$ cat src/rtl/pgmsp_pkg.sv
package pgmsp_pkg;

    typedef enum logic [2:0] {
        PH_MAGIC0 = 3'd0,
        PH_MAGIC1 = 3'd1,
        PH_SEP    = 3'd2,
        PH_WIDTH  = 3'd3,
        PH_HEIGHT = 3'd4,
        PH_MAXVAL = 3'd5,
        PH_PIXELS = 3'd6,
        PH_IDLE   = 3'd7
    } t_phase;

    localparam logic [1:0] KIND_WIDTH  = 2'd0;
    localparam logic [1:0] KIND_HEIGHT = 2'd1;
    localparam logic [1:0] KIND_MAXVAL = 2'd2;
    localparam logic [1:0] KIND_PIXEL  = 2'd3;

    localparam logic [7:0]  CHAR_SPACE   = 8'h20;
    localparam logic [7:0]  CHAR_NEWLINE = 8'h0A;
    localparam logic [20:0] CHAR_ZERO    = 21'd48;
    localparam logic [15:0] NARROW_MAX   = 16'h00FF;

    // one input item as held in the input register
    typedef struct packed {
        logic [7:0] data_byte;
        logic       restart;
    } t_in_item;

    // status of the input register as seen by the parser core
    typedef struct packed {
        logic valid;
    } t_stage_ctl;

endpackage

$ cat src/rtl/pgmsp_in_stage.sv
module pgmsp_in_stage
    import pgmsp_pkg::*;
(
    input  logic       i_clk,
    input  logic       i_rst_n,
    input  logic       s_tvalid,
    output logic       s_tready,
    input  logic [7:0] s_tdata,
    input  logic       s_tuser,
    input  logic       i_take,
    output logic       o_valid,
    output t_in_item   o_item
);

    logic     r_valid;
    t_in_item r_item;

    // accept when empty or when the held item leaves this cycle
    assign s_tready = !r_valid || i_take;
    assign o_valid  = r_valid;
    assign o_item   = r_item;

    always_ff @(posedge i_clk) begin
        if (!i_rst_n) begin
            r_valid <= 1'b0;
        end else if (s_tready) begin
            r_valid <= s_tvalid;
        end
    end

    always_ff @(posedge i_clk) begin
        if (s_tvalid && s_tready) begin
            r_item.data_byte <= s_tdata;
            r_item.restart   <= s_tuser;
        end
    end

endmodule

$ cat src/rtl/pgmsp_core.sv
module pgmsp_core
    import pgmsp_pkg::*;
(
    input  logic        i_clk,
    input  logic        i_rst_n,
    input  t_stage_ctl  i_ctl_in,
    input  t_in_item    i_item,
    output logic        o_take,
    output logic        m_tvalid,
    input  logic        m_tready,
    output logic [15:0] m_tdata,
    output logic [2:0]  m_tuser,
    output logic        m_tlast
);

    function automatic logic [15:0] accumulate(input logic [15:0] acc, input logic [7:0] b);
        logic [20:0] sum;
        logic [20:0] v;
        begin
            sum = {1'b0, acc, 4'b0} - {4'b0, acc, 1'b0} - {3'b0, acc, 2'b0}
                + {13'd0, b};
            v = sum - CHAR_ZERO;
            if (sum < CHAR_ZERO) begin
                accumulate = 16'd0;
            end else if (v > 21'd65535) begin
                accumulate = 16'hFFFF;
            end else begin
                accumulate = v[15:0];
            end
        end
    endfunction

    t_phase      r_phase, n_phase;
    logic [15:0] r_acc, n_acc;
    logic [15:0] r_width, n_width;
    logic [15:0] r_height, n_height;
    logic [31:0] r_pix_left, n_pix_left;
    logic [7:0]  r_high, n_high;
    logic        r_toggle, n_toggle;
    logic        r_wide, n_wide;

    logic        r_out_valid;
    logic [1:0]  r_kind, n_kind;
    logic [15:0] r_value, n_value;
    logic        r_out_wide, n_out_wide;
    logic        r_last, n_last;

    t_phase      c_phase;
    logic [15:0] c_acc, c_width;
    logic [31:0] c_pix_left, dec_pix;
    logic [15:0] c_sample;
    logic [7:0]  c_high;
    logic        c_toggle, c_wide;
    logic        emit;

    // process the held item once the result register is free
    assign o_take   = i_ctl_in.valid && (!r_out_valid || m_tready);
    assign m_tvalid = r_out_valid;
    assign m_tdata  = r_value;
    assign m_tuser  = {r_out_wide, r_kind};
    assign m_tlast  = r_last;

    always_ff @(posedge i_clk) begin
        if (!i_rst_n) begin
            r_phase    <= PH_MAGIC0;
            r_acc      <= 16'd0;
            r_width    <= 16'd0;
            r_height   <= 16'd0;
            r_pix_left <= 32'd0;
            r_high     <= 8'd0;
            r_toggle   <= 1'b0;
            r_wide     <= 1'b0;
        end else if (o_take) begin
            r_phase    <= n_phase;
            r_acc      <= n_acc;
            r_width    <= n_width;
            r_height   <= n_height;
            r_pix_left <= n_pix_left;
            r_high     <= n_high;
            r_toggle   <= n_toggle;
            r_wide     <= n_wide;
        end
    end

    always_comb begin
        // restart: parse this byte against the reset state
        c_phase    = i_item.restart ? PH_MAGIC0 : r_phase;
        c_acc      = i_item.restart ? 16'd0 : r_acc;
        c_width    = i_item.restart ? 16'd0 : r_width;
        c_pix_left = i_item.restart ? 32'd0 : r_pix_left;
        c_high     = i_item.restart ? 8'd0 : r_high;
        c_toggle   = i_item.restart ? 1'b0 : r_toggle;
        c_wide     = i_item.restart ? 1'b0 : r_wide;
        dec_pix    = c_pix_left - 32'd1;
        c_sample   = c_wide ? {c_high, i_item.data_byte} : {8'd0, i_item.data_byte};

        n_phase    = c_phase;
        n_acc      = c_acc;
        n_width    = c_width;
        n_height   = i_item.restart ? 16'd0 : r_height;
        n_pix_left = c_pix_left;
        n_high     = c_high;
        n_toggle   = c_toggle;
        n_wide     = c_wide;
        emit       = 1'b0;
        n_kind     = KIND_PIXEL;
        n_value    = c_sample;
        n_out_wide = 1'b0;
        n_last     = 1'b0;

        unique case (c_phase)
            PH_MAGIC0: n_phase = PH_MAGIC1;
            PH_MAGIC1: n_phase = PH_SEP;
            PH_SEP: begin
                n_phase = PH_WIDTH;
                n_acc   = 16'd0;
            end
            PH_WIDTH: begin
                if (i_item.data_byte == CHAR_SPACE) begin
                    n_width = c_acc;
                    n_acc   = 16'd0;
                    n_phase = PH_HEIGHT;
                    emit    = 1'b1;
                    n_kind  = KIND_WIDTH;
                    n_value = c_acc;
                end else begin
                    n_acc = accumulate(c_acc, i_item.data_byte);
                end
            end
            PH_HEIGHT: begin
                if (i_item.data_byte == CHAR_NEWLINE) begin
                    n_height   = c_acc;
                    n_acc      = 16'd0;
                    n_pix_left = {16'd0, c_width} * {16'd0, c_acc};
                    n_phase    = PH_MAXVAL;
                    emit       = 1'b1;
                    n_kind     = KIND_HEIGHT;
                    n_value    = c_acc;
                end else begin
                    n_acc = accumulate(c_acc, i_item.data_byte);
                end
            end
            PH_MAXVAL: begin
                if (i_item.data_byte == CHAR_NEWLINE) begin
                    n_acc      = 16'd0;
                    n_wide     = (c_acc > NARROW_MAX);
                    n_toggle   = 1'b0;
                    n_phase    = (c_pix_left == 32'd0) ? PH_IDLE : PH_PIXELS;
                    emit       = 1'b1;
                    n_kind     = KIND_MAXVAL;
                    n_value    = c_acc;
                    n_out_wide = (c_acc > NARROW_MAX);
                end else begin
                    n_acc = accumulate(c_acc, i_item.data_byte);
                end
            end
            PH_PIXELS: begin
                if (c_wide && !c_toggle) begin
                    n_high   = i_item.data_byte;
                    n_toggle = 1'b1;
                end else begin
                    n_toggle   = 1'b0;
                    n_pix_left = dec_pix;
                    emit       = 1'b1;
                    n_out_wide = c_wide;
                    n_last     = (dec_pix == 32'd0);
                    if (dec_pix == 32'd0) begin
                        n_phase = PH_IDLE;
                    end
                end
            end
            PH_IDLE: n_phase = PH_IDLE;
        endcase
    end

    always_ff @(posedge i_clk) begin
        if (!i_rst_n) begin
            r_out_valid <= 1'b0;
        end else if (o_take && emit) begin
            r_out_valid <= 1'b1;
        end else if (m_tready) begin
            r_out_valid <= 1'b0;
        end
    end

    always_ff @(posedge i_clk) begin
        if (o_take && emit) begin
            r_kind     <= n_kind;
            r_value    <= n_value;
            r_out_wide <= n_out_wide;
            r_last     <= n_last;
        end
    end

endmodule

$ cat src/rtl/pgm_stream_parser.sv
// Byte-serial parser for binary grey-map (P5) files. Feed the file one byte per
// item on the slave side; set s_tuser on the first byte of each file to restart.
// The first two bytes and the separator are skipped, then width (ended by a
// space), height (ended by a newline) and maximum value (ended by a newline) are
// reported as header items, followed by exactly width*height pixel samples with
// the final one marked by m_tlast. A maximum value above 255 selects 16-bit
// samples, most significant byte first. Any byte other than the terminator folds
// into the header number as 10*n + (byte - 48), clamped to 0..65535. Bytes past
// the last sample are dropped until the next restart. The block takes one byte
// every cycle while the master side is not stalled; each byte is held in the
// input register, and its result in the parser's result register.
module pgm_stream_parser
    import pgmsp_pkg::*;
(
    input  logic        i_clk,
    input  logic        i_rst_n,
    // slave side
    input  logic        s_tvalid,
    output logic        s_tready,
    input  logic [7:0]  s_tdata,   // [7:0] data_byte
    input  logic        s_tuser,   // [0] restart
    // master side
    output logic        m_tvalid,
    input  logic        m_tready,
    output logic [15:0] m_tdata,   // [15:0] value
    output logic [2:0]  m_tuser,   // [1:0] kind, [2] wide_samples
    output logic        m_tlast    // final pixel sample
);

    t_in_item   w_item;
    t_stage_ctl w_ctl;
    logic       w_valid;
    logic       w_take;

    // hold the accepted byte until the parser core can take it
    pgmsp_in_stage u_in_stage (
        .i_clk    (i_clk),
        .i_rst_n  (i_rst_n),
        .s_tvalid (s_tvalid),
        .s_tready (s_tready),
        .s_tdata  (s_tdata),
        .s_tuser  (s_tuser),
        .i_take   (w_take),
        .o_valid  (w_valid),
        .o_item   (w_item)
    );

    assign w_ctl.valid = w_valid;

    // advance the header and pixel state, and register each result item
    pgmsp_core u_core (
        .i_clk    (i_clk),
        .i_rst_n  (i_rst_n),
        .i_ctl_in (w_ctl),
        .i_item   (w_item),
        .o_take   (w_take),
        .m_tvalid (m_tvalid),
        .m_tready (m_tready),
        .m_tdata  (m_tdata),
        .m_tuser  (m_tuser),
        .m_tlast  (m_tlast)
    );

endmodule

$ cat config.mk
export PLATFORM = sky130hd
export DESIGN_NAME = pgm_stream_parser
export DESIGN_NICKNAME = d
export VERILOG_FILES = /design/src/rtl/pgmsp_pkg.sv /design/src/rtl/pgmsp_in_stage.sv /design/src/rtl/pgmsp_core.sv /design/src/rtl/pgm_stream_parser.sv
export SDC_FILE = /design/constraint.sdc
export NUM_CORES = 1
export LEC_CHECK = 0
export BUFFER_PORTS_ARGS = -buffer_cell sky130_fd_sc_hd__buf_2
export CAP_MARGIN = 20
export CELL_PAD_IN_SITES_DETAIL_PLACEMENT = 1
export CELL_PAD_IN_SITES_GLOBAL_PLACEMENT = 1
export CORE_UTILIZATION = 30
export CTS_BUF_LIST = sky130_fd_sc_hd__clkbuf_4
export DETAILED_ROUTE_END_ITERATION = 10
export PLACE_DENSITY_LB_ADDON = 0.1
export SYNTH_ARGS = -nofsm -noshare
export SYNTH_HDL_FRONTEND = slang
export SYNTH_HIERARCHICAL = 1
export SYNTH_SLANG_ARGS = --single-unit
$ cat constraint.sdc
create_clock -name i_clk -period 23.4 [get_ports i_clk]
set_clock_uncertainty 0.2 [all_clocks]
set_input_delay 2.34 -clock i_clk [delete_from_list [all_inputs] [get_ports i_clk]]
set_output_delay 2.34 -clock i_clk [all_outputs]
set_load 0.05 [all_outputs]
* Word level (Yosys, flattened, before mapping)
Index checks and enable logic that the tools add are counted.
** Cells by class
- $add $sub $neg :: 5
- Multipliers :: 1
- $lt $le $gt $ge :: 3
- Equal/unequal tests :: 9
- Multiplexer cells :: 48
- Bitwise gates (word level) :: 1
- Reductions and logical operators :: 15
** Operators with widths (count)
- 16-bit 2-to-1 mux :: 11
- 32-bit 2-to-1 mux :: 3
- 32-bit zero test :: 2
- 32-bit one-hot mux with 2 select lines :: 1
- 16-bit one-hot mux with 3 select lines :: 1
- 16-bit by 16-bit multiplier with 32-bit output :: 1
- 16-bit one-hot mux with 2 select lines :: 1
- 32-bit by 1-bit subtractor with 32-bit output (second input constant) :: 1
- 8-bit 2-to-1 mux :: 3
- 3-bit one-hot mux with 8 select lines :: 1
- 21-bit by 8-bit adder with 21-bit output :: 1
- 21-bit by 16-bit > comparator with 1-bit output (second input constant) :: 1
- 21-bit by 6-bit < comparator with 1-bit output (second input constant) :: 1
- 20-bit by 17-bit subtractor with 21-bit output :: 1
- 21-bit by 18-bit subtractor with 21-bit output :: 1
- 21-bit by 6-bit subtractor with 21-bit output (second input constant) :: 1
- 3-bit 2-to-1 mux :: 6
- 16-bit by 8-bit > comparator with 1-bit output (second input constant) :: 1
- 1-bit 2-to-1 mux :: 15
- 3-bit equality test (second input constant) :: 4
- 8-bit by 4-bit equality test with 1-bit output (second input constant) :: 1
- 8-bit by 6-bit equality test with 1-bit output (second input constant) :: 1
- 3-bit by 2-bit equality test with 1-bit output (second input constant) :: 2
- 2-bit one-hot mux with 3 select lines :: 1
- 11 further kinds :: 20
** Storage, ports and cells
- Register bits :: 108
- Bits of input ports :: 13
- Output and inout port bits :: 22
- Word-level logic and storage cells :: 97

* Longest topological paths before layout
Gate-level depths: netlist of run 1.
- Word-level depth :: 10
- Mapped depth :: 32
- Mapped depth without buffers :: 27

* Cells and area by module
Netlist of run 1, hierarchy kept.
** Modules (own cells, without submodules)
- pgmsp_core :: times used 1, cells an instance 2075, area each 16772.3 µm², seq. area each 2162.1 µm²
- pgmsp_in_stage :: times used 1, cells an instance 14, area each 327.8 µm², seq. area each 290.3 µm²

* Worst setup path before layout of run 1
No wires, ideal clock.
- Path kind :: register -> register
- Start :: reg u_in_stage.r_item (netlist bit u_in_stage/o_item[0])
- End :: reg u_core.r_pix_left[29]
- Arrival time :: 7.736 ns
- Data required time :: 23.130 ns
- Setup slack :: 15.394 ns
- Stages on the path, launching flop included :: 30
- Buffers on the path :: 7
- Path through :: edfxtp_1 > clkbuf_1 > clkbuf_1 > clkbuf_1 > clkbuf_1 > buf_1 > clkbuf_1 > nor2b_1 > clkbuf_1 > nand2_1 > fa_1 > inv_1 > fa_1 > fa_1 > inv_1 > fa_1 > fa_1 > fa_1 > inv_1 > ha_1 > a21o_1 > a21o_1 > a21o_1 > a21o_1 > a221oi_1 > a21oi_1 > o31a_1 > o21a_1 > or4_1 > a21oi_1
** Between the ends
- Word-level cells in the longest chain between the ends :: 5
- Elaborated cells between the ends (all ways) :: 15
- Those cells by class :: 1 x add/sub; 1 x mul; 2 x eq/ne; 9 x mux; 2 x reduce/logical
** RTL lines
- start, declared :: RTL line pgmsp_in_stage.sv:16 : t_in_item r_item;
- branches (longest 4 deep; another with 16-bit by 16-bit multiplier with 32-bit output)
- 32-bit one-hot mux with 2 select lines (*) :: RTL line pgmsp_core.sv:111 : unique case (c_phase)
- end signal, assigned :: RTL line pgmsp_core.sv:78 : r_pix_left <= n_pix_left;
- end, declared :: RTL line pgmsp_core.sv:37 : logic [31:0] r_pix_left, n_pix_left;
Mark *: on every way between the ends.
A chain may end at the register's enable or synchronous reset.

* Final worst setup path of run 1
Same ends and word-level chain as after synthesis.

==> qor.tcl, run 1 <==
set qor(synth_area_in_adders) 0.3537
set qor(dp.final_hpwl_um) 51320
set qor(die_area_sq_mm) 0.05796
set qor(slew_violations) 0
set qor(drt-pass1-iter-count) 5
set qor(cts_tree) {yes}
set qor(synth_area_sq_mm) 0.01710
set qor(grt_start_max_net_pins) 66
set qor(initialDrtViolationCount) 836
set qor(route.vias.total) 14833
set qor(layout-area-overhead-vs-synth_pct) 7.324
set qor(synthCells) 2089
set qor(synth_sequential_area_ratio) 0.1434
set qor(cts-resized-gates) 0
set qor(globalRouteTotalUtil) 0.2354
set qor(arrival_ns) 8.84
set qor(die_wd_um) 240.7
set qor(route.top_layer_used) {met4}
set qor(overflow_after_grt) 0
set qor(yosys_register_bits) 108
set qor(portBuffers) 34
set qor(synth_compound_gate_area_share) 0.1678
set qor(postSynthNetCount) 2463
set qor(power.switching_mw) 0.1585
set qor(detail_route.wirelength_um) 65190
set qor(synthArstFlopShare) 0
set qor(post_synth_and_or_nand_nor_area_fraction) 0.2068
set qor(fin_nets) 2444
set qor(worst-slew-pin-transition_ns) 1.058
set qor(met2WireLength_um) 31010
set qor(fin_setup_tns_ns) 0
set qor(synth_top_family_by_area) {adder cells}
set qor(coreArea_sq_mm) 0.05639
set qor(p_leak_nw) 8.190
set qor(timing.final.crit_share) 0.3623
set qor(tritoncts.num_buffers) 9
set qor(final_layout_size_suffix_gt1_frac) 0.06313
set qor(clkPwrFrac) 0.294
set qor(drt-vias-per-instance) 5.234
set qor(count_of_final_hold_check_violations) 0
set qor(seq_power_share) 0.464
set qor(most-common-layout-cells) {inv_1, nand2_1, fa_1}
set qor(dieHeight_um) 240.7
set qor(ios) 35
set qor(clock_tree.root_cell) {clkbuf_4}
set qor(power_switching_share) 0.3744
set qor(status) {finished, final reports clean}
set qor(r2r_setup_slack_ns) 14.92
set qor(dominantRegCellSynth) {dfxtp_1}
set qor(routed_wire_length_per_instance_um) 23.00
set qor(power_density_mw_per_mm2) 23.06
set qor(numClockSinks) 108
set qor(vdd_ir_drop_max_v) 0.00002621
set qor(setup_viol) 0
set qor(cts-htree-levels) 3
set qor(endpoint_kind) {flip-flop}
set qor(grt_pass1_vias) 15965
set qor(drt.antenna.violating_nets) 0
set qor(grt_setup_unrepaired) {no}
set qor(worst_setup_path_start_kind) {flip-flop}
set qor(critical_path_required_ns) 23.77
set qor(max_cap_viol_count) 0
set qor(grt_pass1_wl_um) 102000
set qor(placed_cells_incl_taps) 2815
set qor(crit_type) {reg2reg}
set qor(edff_count_synth) 29
set qor(totalPowerFinal_mw) 0.4233
set qor(initial_core_util) 0.3033
set qor(final_cells) 2834
set qor(post-cts-setup-buffer-count) 0
set qor(synth.mux.area_fraction) 0.005341
set qor(power.combinational.fraction) 0.242
set qor(max_freq_mhz) 118.0
set qor(drc) 0
set qor(clk_pin_slew_ns) 0.21
set qor(mostFrequentLayoutCell) {inv_1}
set qor(min_period_ns) 8.477
set qor(dr_wl_met3_um) 1760
set qor(cts_buffer_depth) 2
set qor(synth_area_per_cell_sq_um) 8.186
set qor(worst-path-max-fanout) 29
set qor(worst_skew_pair.late_latency_ns) 0.63
set qor(cell_internal_pwr_mw) 0.2648
set qor(number_of_antenna_violations_at_the_first_check_in_global_routing) 2
set qor(slew_headroom) 0.2937
set qor(hold_class) {reg2reg}
set qor(xor_and_xnor_area_share_after_synthesis) 0.03373
set qor(drt-met1-wl_um) 31640
set qor(globalplace.congestion) 0.8595
set qor(netlist-cell-type-count) 90
set qor(fp-row-count) 87
set qor(cts-hold-fix-buffers) 0
set qor(yosysWarningCount) 6
Yosys cell counts (all sizes together) (5+ instances only):
cell	count	area, sq um
or2	5	31.28
ha	157	1964
or3	14	92.59
clkbuf	91	342.8
nand3	37	185.2
o211ai	8	60.06
a32oi	10	87.58
o31a	5	43.79
a21o	40	300.3
nand4	10	62.56
a211oi	12	95.09
dfxtp	79	1582
nor4	21	152.6
or4	7	52.55
nand2	276	1036
nand3b	5	37.54
a41oi	12	120.1
and2	101	634.4
nor2b	64	400.4
clkinv	6	22.52
nor3	35	191.4
xor2	27	236.5
edfxtp	29	870.8
o21ai	107	535.5
and3	10	62.56
buf	16	72.57
nor2	99	379.1
fa	204	4084
nand2b	11	83.83
o22ai	10	62.56
a22oi	35	262.8
o21bai	8	60.06
inv	290	1089
a21boi	10	78.82
o21a	16	120.1
a221oi	6	58.80
xnor2	38	340.3
a21oi	90	454.2
a31oi	25	156.4
mux2i	8	80.08
critical path, cell delays in order (launching register included):
cell and delay [ns]:
edfxtp_1 0.37, buf_4 0.38, nand2b_1 0.48, clkinv_1 0.79, and2_1 0.46, fa_1 0.48, inv_1 0.05, fa_1 0.47
inv_1 0.05, fa_1 0.49, inv_1 0.05, fa_1 0.45, fa_1 0.50, inv_1 0.06, fa_1 0.50, ha_1 0.41
a21o_1 0.19, a21o_1 0.17, a21o_1 0.19, a221oi_1 0.32, a21oi_1 0.15, o31a_1 0.32, o21a_1 0.20, or4_1 0.49
a21oi_1 0.17
cell type report:
type                       count  area (sq um)
sequential                   108          2452
clock buffer                   9         67.56
clock inverter                 7         100.1
inverter                     296          1111
tap                          756         945.9
antenna                        3         7.507
multi-input combinational   1578         13150
timing repair buffer          77         516.7
fill                        6885         38030
flip-flops by register name (all words and copies together) (netlist names), 2 cells and up:
signal             flops
u_core/r_high          8
u_core/r_width        16
u_core/r_kind          2
u_core/r_pix_left     32
u_core/r_acc          16
u_core/r_phase         3
u_in_stage/o_item      9
u_core/m_tdata        16
cells by family after synthesis:
family	count (synthesis)
AO/OA/AOI/OAI	433
adder cells (fa/ha/maj)	361
multiplexers	9
flip-flops	108
XOR/XNOR	65
buffers and inverters	403
AND/OR/NAND/NOR	710
power groups by stage:
stage	Sequential (mW)	Combinational, mW	Clock (mW)
final	0.196	0.103	0.124
after global routing	0.197	0.113	0.135
after CTS	0.196	0.103	0.131
after detailed placement	0.200	0.102	0
after global placement	0.200	0.101	0
after floorplan	0.198	0.0743	0
path summary, 6_finish.rpt:
check | from | to | cells after the start
worst max register to register | u_in_stage/o_item[0] | u_core/r_pix_left[29] | 24
worst min register to register | u_in_stage/o_valid | u_in_stage/o_valid | 2
worst max-delay path | u_in_stage/o_item[0] | u_core/r_pix_left[29] | 24
worst min-delay path | u_in_stage/o_valid | u_in_stage/o_valid | 2
routing by layer:
layer,up-vias,track usage
met4,0,0.03951
met3,33,0.02390
li1,6934,-
met1,7679,0.3316
met5,-,0
met2,187,0.3931
through the flow:
| step | setup slack [ns] | utilization | instance area (sq um) | hold slack (ns) |
|---|---|---|---|---|
| 5_1_grt | 14.54 | 0.3255 | 18350 | 0.3492 |
| 2_1_floorplan | 15.39 | - | 17100 | 0.2664 |
| 6_report | 14.92 | 0.3255 | 18350 | 0.3204 |
| 4_1_cts | 14.94 | 0.3253 | 18350 | 0.3295 |
| 3_5_place_dp | 14.98 | 0.3224 | 18180 | 0.3067 |
| 3_3_place_gp | 15.31 | 0.3216 | 18130 | 0.2900 |
Power figures use the tool's default switching activity.
==> run 2: changes to the inputs <==
--- a/config.mk
+++ b/config.mk
@@ -5,6 +5,7 @@
 export SDC_FILE = /design/constraint.sdc
 export NUM_CORES = 1
 export LEC_CHECK = 0
+export ABC_AREA = 1
 export BUFFER_PORTS_ARGS = -buffer_cell sky130_fd_sc_hd__buf_2
 export CAP_MARGIN = 20
 export CELL_PAD_IN_SITES_DETAIL_PLACEMENT = 1
==> constraint.sdc (replaced) <==
create_clock -name i_clk -period 8.04 [get_ports i_clk]
set_clock_uncertainty 0.2 [all_clocks]
set_input_delay 0.804 -clock i_clk [delete_from_list [all_inputs] [get_ports i_clk]]
set_output_delay 0.804 -clock i_clk [all_outputs]
set_load 0.05 [all_outputs]
==> run 2 against run 1 <==
Effect of this change:
- register-to-register slack worse by 14 ns
- sequential power grew to 3.1 times the previous value
- routed wire length grew 7.8%
- hold slack worse by 0.17 ns
- highest routed layer unchanged
==> qor.tcl, run 2 <==
set qor(timing.hold.worst_path_depth) 1 ;# was 2
set qor(timing.final.crit_share) 0.9110 ;# was 0.3623
set qor(globalRouteTotalUtil) 0.2400 ;# was 0.2354
set qor(largest_register_ffs) 32 ;# unchanged
set qor(initialDrtViolationCount) 867 ;# was 836
set qor(cts-htree-levels) 3 ;# unchanged
set qor(mostFrequentLayoutCell) {nand2_1} ;# was inv_1
set qor(max_flop_register) {u_core/r_pix_left} ;# unchanged
set qor(clock_tree.root_cell) {clkbuf_4} ;# unchanged
set qor(dr_wl_met3_um) 2497 ;# was 1760 um
set qor(grt_start_max_net_pins) 89 ;# was 66
set qor(fin_setup_tns_ns) 0 ;# unchanged
set qor(hold_startpoint) {s_tdata[2]} ;# was u_in_stage/o_valid
set qor(synth.mux.area_fraction) 0 ;# was 0.005341
set qor(regToRegEndpoint) {u_core/r_pix_left[27]} ;# was u_core/r_pix_left[29]
set qor(detail_route.wirelength_um) 70280 ;# was 65190 um
set qor(final_layout_size_suffix_gt1_frac) 0.07148 ;# was 0.06313
set qor(arrival_ns) 7.65 ;# was 8.84 ns
set qor(xor_and_xnor_area_share_after_synthesis) 0.01992 ;# was 0.03373
set qor(fin_nets) 2943 ;# was 2444
set qor(cts-resized-gates) 0 ;# unchanged
set qor(reg2regPathDepth) 28 ;# was 24
set qor(most-common-layout-cells) {nand2_1, inv_1, nor2_1} ;# was inv_1, nand2_1, fa_1
set qor(yosysWarningCount) 6 ;# unchanged
set qor(min_delay_worst_endpoint) {u_in_stage/o_item[3]} ;# was u_in_stage/o_valid
set qor(crit_type) {reg2reg} ;# unchanged
set qor(grt_pass1_wl_um) 109800 ;# was 102000 um
set qor(synth_area_sq_mm) 0.01797 ;# was 0.01710 sq mm
set qor(edff_count_synth) 29 ;# unchanged
set qor(yosys_register_bits) 108 ;# unchanged
set qor(coreArea_sq_mm) 0.05913 ;# was 0.05639 sq mm
set qor(drt-vias-per-instance) 5.033 ;# was 5.234
set qor(worst-path-max-fanout) 19 ;# was 29
set qor(endpoint_kind) {flip-flop} ;# unchanged
set qor(worstSetupStartpoint) {u_in_stage/o_item[0]} ;# unchanged
set qor(postPlaceCellArea_sq_mm) 0.01905 ;# was 0.01818 sq mm
set qor(cts_buffer_depth) 2 ;# unchanged
set qor(timing.critical_path.max_delay_family) {adder cells} ;# unchanged
set qor(worst_skew_pair.late_latency_ns) 0.61 ;# was 0.63 ns
set qor(drt-pass1-iter-count) 5 ;# unchanged
set qor(slew_violations) 0 ;# unchanged
set qor(critPathBufInv) 8 ;# was 6
set qor(synth_top_family_by_area) {adder cells} ;# unchanged
set qor(ios) 35 ;# unchanged
set qor(cts_tree) {yes} ;# unchanged
set qor(synth_area_in_adders) 0.3367 ;# was 0.3537
set qor(synthArstFlopShare) 0 ;# unchanged
set qor(numClockSinks) 108 ;# unchanged
set qor(overflow_after_grt) 0 ;# unchanged
set qor(dieHeight_um) 246.7 ;# was 240.7 um
set qor(tritoncts.num_buffers) 9 ;# unchanged
set qor(yosys-top-cells-count) {nand2_1, inv_1, nor2_1} ;# was inv_1, nand2_1, fa_1
set qor(slew_headroom) 0.3033 ;# was 0.2937
set qor(synthDominantAreaCellType) {fa_1} ;# unchanged
set qor(status) {finished, final reports clean} ;# unchanged
set qor(layout-area-overhead-vs-synth_pct) 6.978 ;# was 7.324%
set qor(synth.most_common_cell) {nand2_1} ;# was inv_1
set qor(grt_pass1_vias) 18278 ;# was 15965
set qor(regToRegStartpoint) {u_in_stage/o_item[0]} ;# unchanged
set qor(routed_wire_length_per_instance_um) 20.99 ;# was 23.00 um
set qor(power_density_mw_per_mm2) 110.1 ;# was 23.06 mW/mm^2
set qor(vdd_ir_drop_max_v) 0.00006451 ;# was 0.00002621 V
set qor(netlist-cell-type-count) 56 ;# was 90
set qor(post-cts-setup-buffer-count) 0 ;# unchanged
set qor(count_of_final_hold_check_violations) 0 ;# unchanged
set qor(postSynthNetCount) 2943 ;# was 2463
set qor(final_area_sq_mm) 0.01922 ;# was 0.01835 sq mm
set qor(synth_area_per_cell_sq_um) 6.993 ;# was 8.186 sq um
set qor(globalplace.congestion) 0.9278 ;# was 0.8595
set qor(fp-row-count) 89 ;# was 87
set qor(drc) 0 ;# unchanged
set qor(post-place-ws_ns) 0.7916 ;# was 14.98 ns
set qor(worst_setup_path_start_kind) {flip-flop} ;# unchanged
set qor(dominantRegCellSynth) {dfxtp_1} ;# unchanged
set qor(met2WireLength_um) 33810 ;# was 31010 um
set qor(synth_area_leaders) {fa_1, nand2_1, inv_1, ha_1, dfxtp_1} ;# was fa_1, ha_1, dfxtp_1, inv_1, nand2_1
set qor(r2r_setup_slack_ns) 0.72 ;# was 14.92 ns
set qor(synth_compound_gate_area_share) 0.1166 ;# was 0.1678
set qor(drt-met1-wl_um) 32390 ;# was 31640 um
set qor(number_of_antenna_violations_at_the_first_check_in_global_routing) 2 ;# unchanged
set qor(grt_setup_unrepaired) {no} ;# unchanged
set qor(synth_sequential_area_ratio) 0.1365 ;# was 0.1434
set qor(worst-slew-pin-transition_ns) 1.037 ;# was 1.058 ns
set qor(max_freq_mhz) 136.5 ;# was 118.0 MHz
set qor(slowest_stage_cell_cp) {edfxtp_1} ;# was clkinv_1
set qor(max_cap_viol_count) 0 ;# unchanged
set qor(dp.final_hpwl_um) 59250 ;# was 51320 um
set qor(cts-hold-fix-buffers) 0 ;# unchanged
set qor(die_wd_um) 246.7 ;# was 240.7 um
set qor(synth.top_cell.area_share) 0.2273 ;# was 0.2388
set qor(clk_pin_slew_ns) 0.23 ;# was 0.21 ns
set qor(synthCells) 2569 ;# was 2089
set qor(drt.antenna.violating_nets) 0 ;# unchanged
set qor(hold_class) {in2reg} ;# was reg2reg
set qor(route.top_layer_used) {met4} ;# unchanged
set qor(post_synth_and_or_nand_nor_area_fraction) 0.2573 ;# was 0.2068
set qor(critical_path_required_ns) 8.37 ;# was 23.77 ns
set qor(route.vias.total) 16850 ;# was 14833
set qor(max_stage_delay_ns) 0.65 ;# was 0.79 ns
set qor(min_period_ns) 7.324 ;# was 8.477 ns
set qor(initial_core_util) 0.3038 ;# was 0.3033
set qor(p_leak_nw) 9.246 ;# was 8.190 nW
set qor(die_area_sq_mm) 0.06087 ;# was 0.05796 sq mm
set qor(setup_viol) 0 ;# unchanged
set qor(portBuffers) 34 ;# unchanged
set qor(setup_ws_ns) 0.7158 ;# was 14.92 ns
-- run 2: cell types whose count changed in the layout (fill, tap and decap cells not counted), sizes merged, moves of 30 or more --
cell   previous run  this run
nand2           276       588
a21o             40        10
a22oi            35         0
a21oi            90       127
nor2             99       293
nand3            37        99
nor2b            64         0
inv             294       536
nand4            10        46
and2            101         2
-- run 2: power breakdown --
part	internal, mW	switching, mW	leakage, nW
Sequential	0.577	0.0397	0.921
Combinational	0.337	0.827	8.24
Clock	0.0764	0.258	0.0822
Total	0.990	1.12	9.25
-- run 2: logic make-up (layout without fill, tap and decap cells) --
family / Yosys count / in the layout
AO/OA/AOI/OAI: 360 / 360
XOR/XNOR: 40 / 40
adder cells (fa/ha/maj): 361 / 361
buffers and inverters: 625 / 630
flip-flops: 108 / 108
other: 0 / 1
AND/OR/NAND/NOR: 1075 / 1075
-- run 2: worst max-delay path by stage --
stage	to	slack, ns	cells after the start
2_1_floorplan	u_core/r_pix_left[27]	1.29	31
3_3_place_gp	u_core/r_pix_left[24]	0.92	25
3_5_place_dp	u_core/r_pix_left[28]	0.79	28
4_1_cts	u_core/r_pix_left[28]	0.69	28
5_1_grt	u_core/r_pix_left[21]	0.35	26
6_report	u_core/r_pix_left[27]	0.72	28
-- run 2: layout make-up --
type,instances,area (sq um)
fill,7495,39910
multi-input combinational,1836,13130
sequential,108,2452
inverter,538,2022
tap,773,967.2
timing repair buffer,76,485.5
clock inverter,7,91.34
clock buffer,9,67.56
antenna,1,2.502
-- run 2: routing by layer --
layer,track usage,up-vias
li1,-,8030
met1,0.3192,8508
met2,0.4100,250
met5,0,-
met3,0.02974,62
met4,0.05846,0
-- run 2: per-stage QoR --
stage / std cells / hold WS (ns) / power, mW / utilization
after CTS: 3346 / 0.09136 / 2.145 / 0.3249
after floorplan: 2569 / 0.2453 / 1.429 / -
after global placement: 3330 / 0.2551 / 1.774 / 0.3222
after global routing: 3348 / 0.09661 / 2.301 / 0.3250
final: 3348 / 0.1530 / 2.115 / 0.3250
after detailed placement: 3330 / 0.2596 / 1.795 / 0.3222
